`src/design/vtil_pkg.sv`:
```
`timescale 1ns / 1ps
// ----------------------------------------------------------------------------
// vtil_pkg
// Shared types and constants for the vector triple index lookup.
// ----------------------------------------------------------------------------
package vtil_pkg;

  localparam int TABLE_DEPTH_DEF = 1024;
  localparam int COORD_BITS_DEF  = 16;
  localparam int IN_COORD_W      = 16;
  localparam int OUT_IDX_W       = 11;

  typedef enum logic [1:0] {
    FUNC_CLEAR  = 2'd0,
    FUNC_APPEND = 2'd1,
    FUNC_SEARCH = 2'd2,
    FUNC_NONE   = 2'd3
  } func_t;

  // control part of a beat moving down the cell chain
  typedef struct packed {
    func_t op;
    logic  hit;
    logic  last;
  } ctl_t;

endpackage

```
`src/design/vtil_cell.sv`:
```
`timescale 1ns / 1ps
// ----------------------------------------------------------------------------
// vtil_cell
// One table slot: holds a vector, stores appends aimed at its index and
// marks the first match for searches passing through.
// ----------------------------------------------------------------------------
module vtil_cell
  import vtil_pkg::*;
#(
  parameter int IDX        = 0,
  parameter int IDX_W      = 10,
  parameter int CNT_W      = 11,
  parameter int COORD_BITS = COORD_BITS_DEF
) (
  input  logic                  clk,
  input  logic                  rst,
  input  logic                  adv,
  input  ctl_t                  ctl_d,
  input  logic [COORD_BITS-1:0] x_d,
  input  logic [COORD_BITS-1:0] y_d,
  input  logic [COORD_BITS-1:0] z_d,
  input  logic [IDX_W-1:0]      idx_d,
  input  logic [CNT_W-1:0]      limit_d,
  output ctl_t                  ctl_q,
  output logic [COORD_BITS-1:0] x_q,
  output logic [COORD_BITS-1:0] y_q,
  output logic [COORD_BITS-1:0] z_q,
  output logic [IDX_W-1:0]      idx_q,
  output logic [CNT_W-1:0]      limit_q
);

  localparam logic [IDX_W-1:0] MY_IDX = IDX_W'(IDX);
  localparam logic [CNT_W-1:0] MY_CNT = CNT_W'(IDX);

  logic [COORD_BITS-1:0] ent_x;
  logic [COORD_BITS-1:0] ent_y;
  logic [COORD_BITS-1:0] ent_z;
  logic                  match;
  ctl_t                  ctl_next;
  logic [IDX_W-1:0]      idx_next;

  assign match = (ctl_d.op == FUNC_SEARCH) && !ctl_d.hit && (MY_CNT < limit_d) &&
                 (ent_x == x_d) && (ent_y == y_d) && (ent_z == z_d);

  always_comb begin
    ctl_next = ctl_d;
    idx_next = idx_d;
    if (match) begin
      ctl_next.hit = 1'b1;
      idx_next     = MY_IDX;
    end
  end

  always_ff @(posedge clk) begin
    if (rst) begin
      ctl_q <= '{op: FUNC_NONE, hit: 1'b0, last: 1'b0};
    end else if (adv) begin
      ctl_q <= ctl_next;
    end
  end

  always_ff @(posedge clk) begin
    if (adv) begin
      x_q     <= x_d;
      y_q     <= y_d;
      z_q     <= z_d;
      idx_q   <= idx_next;
      limit_q <= limit_d;
      if (ctl_d.op == FUNC_APPEND && idx_d == MY_IDX) begin
        ent_x <= x_d;
        ent_y <= y_d;
        ent_z <= z_d;
      end
    end
  end

endmodule

```
`config.mk`:
```
export PLATFORM = sky130hd
export DESIGN_NAME = vtil_cell
export DESIGN_NICKNAME = d
export VERILOG_FILES = /design/src/design/vtil_pkg.sv /design/src/design/vtil_cell.sv
export SDC_FILE = /design/constraint.sdc
export NUM_CORES = 1
export LEC_CHECK = 0
export BUFFER_PORTS_ARGS = -buffer_cell sky130_fd_sc_hd__clkbuf_2
export CAP_MARGIN = 10
export CORE_UTILIZATION = 49
export DETAILED_ROUTE_END_ITERATION = 7
export HOLD_SLACK_MARGIN = 0.15
export PLACE_DENSITY = 0.78
export SLEW_MARGIN = 10
export SYNTH_ARGS = -nofsm -noshare
export SYNTH_HDL_FRONTEND = slang
export SYNTH_SLANG_ARGS = --single-unit
```
`constraint.sdc`:
```
create_clock -name clk -period 2.7 [get_ports clk]
set_input_delay 0.54 -clock clk [delete_from_list [all_inputs] [get_ports clk]]
set_output_delay 0.54 -clock clk [all_outputs]
set_load 0.05 [all_outputs]
```
==> flow_summary.json <==
{
  "status": "completed",
  "avgSynthCellArea_um2": 20.0,
  "r2r_start": "ent_z[10]",
  "r2r_cells": 6,
  "finalSetupTns_ps": 0,
  "drv_slew": 0,
  "tritoncts": "yes",
  "grt_pass1_vias": 2398,
  "final_area_um2": 5850,
  "cts_resized": 0,
  "n_antenna_cell": 0,
  "clkTransAtPathRegs_ps": 60,
  "cp_slowest_cell": "edfxtp_1",
  "fin_crit_ps": 1920,
  "maxCapViolCount": 0,
  "routedWlPerCell_um": 15.9,
  "area_growth_syn_to_layout_pct": 35.7,
  "die_w_um": 95.8,
  "critPathTopFamily": "simple AND/OR/NAND/NOR gates",
  "setup.worst_path.start": "ent_z[10]",
  "grt-busiest-layer": "met2",
  "gp_congestion": 0.741,
  "dpl.hpwl_mm": 5.55,
  "vias_per_cell": 4.91,
  "grtUsageMet1_pct": 23.5,
  "timing.final.hold_violations": 0,
  "root_buffer": "clkbuf_8",
  "postCtsHoldBufs": 0,
  "peakVddDrop_mv": 0.702,
  "cts_max_level": 4,
  "vias": 2471,
  "final_cell_mix": "147 x clkbuf_2, 117 x edfxtp_1, 48 x xor2_1",
  "final_cell_count_no_fill": 503,
  "grt_pass1_wl_mm": 11.8,
  "drtAntennaViolNets": 0,
  "drtIter0Drc": 98,
  "drive_gt1_share_pct": 45.7,
  "ioPinCount": 149,
  "critical_path_buf_inv_count": 1,
  "synth_top_area_share_pct": 81.5,
  "crit_chain": "xor2_1, nor4_1, nand4_1, nor4_2, buf_4, nor2b_1",
  "ys_top_cells_by_area": "edfxtp_1 81%, xor2_1 9.7%, nor4_1 2.2%",
  "min_path_cells": 1,
  "placed_area_um2": 5230,
  "post-place-cells": 471,
  "slew_headroom_pct": 72.6,
  "met3_usage_pct": 6.24,
  "core_area_um2": 8380,
  "layout_commonest_cell": "clkbuf_2",
  "hold_ws_ps": 231,
  "yosys_warnings": 0,
  "cp_max_fo": 10,
  "clk_latency_ps": 510,
  "numCtsBuffers": 17,
  "ys_ff_latch": 121,
  "drcViolationCount": 0,
  "cts_setup_buffers": 0,
  "hp-start": "limit_d[8]",
  "critPathKind": "flop to flop",
  "antenna_found_initial": 0,
  "mappedNetlistArea_um2": 4310,
  "max_stage_delay_ps": 370,
  "track_usage_pct": 18.4,
  "grt_overflow_total": 0,
  "fp-row-count": 33,
  "holdPathEnd": "limit_q[8]",
  "yosysSeqAreaShare_pct": 83.3,
  "wl_mm": 8.01,
  "finalClockSkew_ps": 11.2,
  "grtUsageMet2_pct": 28.4,
  "crit_required_ps": 2950,
  "port_buffers": 148,
  "tightestPinTransition_ps": 411,
  "max_freq_ghz": 0.521,
  "finalSetupViolations": 0,
  "timing.rr.end": "idx_q[1]",
  "die-area_um2": 9180,
  "leakagePower_nw": 2.36,
  "die_h_um": 95.8,
  "reg2reg_slack_ps": 780,
  "synth_largest_area_cell": "edfxtp_1",
  "initial_core_util_pct": 51.5,
  "grt_max_degree": 75,
  "nets": 461,
  "clockBufferDepth": 2,
  "postSynthCellCount": 216,
  "finalCritPeriodShare_pct": 71.1,
  "rsz0062_at_grt": "false",
  "powerDensity_nw_per_um2": 870,
  "postSynthNetCount": 292,
  "ys_types": 18,
  "startpoint_type": "flop",
  "dr.pass1.iters": 4,
  "crit_path_end_kind": "flop",
  "cts.sinks": 121,
  "cp_data_arrival_time_ps": 2170,
  "min_path_type": "input port to flop"
}
==> routing by layer <==
| layer | wire, µm | part of all wire, % |
|---|---|---|
| met5 | 0 | 0 |
| met1 | 3390 | 42 |
| met3 | 652 | 8.1 |
| met4 | 120 | 1.5 |
| met2 | 3840 | 48 |
==> where the power goes <==
group	switching (mW)	leakage [nW]	internal, mW
Sequential	0.0240	1.14	2.16
Combinational	0.425	0.917	0.122
Clock	0.771	0.303	1.59
Total	1.22	2.36	3.87
==> metrics by stage <==
step / power (mW) / setup WS, ps / util [%]
2_1_floorplan: 2.57 / 275 / -
3_3_place_gp: 2.76 / 457 / 62.4
3_5_place_dp: 2.77 / 449 / 62.4
4_1_cts: 5.13 / 739 / 69.8
5_1_grt: 5.23 / 675 / 69.8
6_report: 5.09 / 780 / 69.8
==> synth_stat cells <==
cell	count
a211o_1	2
and2_1	1
and2b_1	1
and4_1	1
buf_4	1
dfxtp_1	4
edfxtp_1	117
inv_1	1
mux2i_1	1
nand3_1	2
nand4_1	3
nor2_1	3
nor2b_1	10
nor3_1	4
nor4_1	15
nor4_2	1
o31a_1	1
xor2_1	48
==> kinds of logic (layout without fill, tap and decap cells) <==
family	count (synthesis)	after routing	share of synthesized area (%)
xor gates and xnor gates	48	48	9.75
DFF	121	121	83.3
muxes	1	1	0.232
and+or+nand+nor	41	41	5.83
buffers and inverters	2	184	0.261
AOI/OAI and AO/OA	3	3	0.609
==> worst max path at each step <==
| stage | endpoint | slack (ps) | cells past startpoint |
|---|---|---|---|
| after global placement | idx_q[2] | 460 | 7 |
| final | idx_q[1] | 780 | 6 |
| after detailed placement | idx_q[1] | 450 | 7 |
| after floorplan | ent_x[0] | 280 | 2 |
| after global routing | idx_q[1] | 680 | 6 |
| after CTS | idx_q[1] | 740 | 6 |
==> state kept, by name, summed over array words and instances, names as in the netlist <==
| name | cells |
|---|---|
| ctl_q | 4 |
| ent_x | 16 |
| ent_y | 16 |
| ent_z | 16 |
| idx_q | 10 |
| limit_q | 11 |
| x_q | 16 |
| y_q | 16 |
| z_q | 16 |
==> layout make-up <==
| cell class | count | area, µm² |
|---|---|---|
| clock inverters | 12 | 199 |
| multi-input cells | 93 | 709 |
| clock buffers | 20 | 425 |
| well taps | 105 | 131 |
| inverters | 1 | 3.75 |
| flip-flops and latches | 121 | 3590 |
| fillers | 560 | 2530 |
| repair buffers | 151 | 788 |
Power figures use the tool's default switching activity.
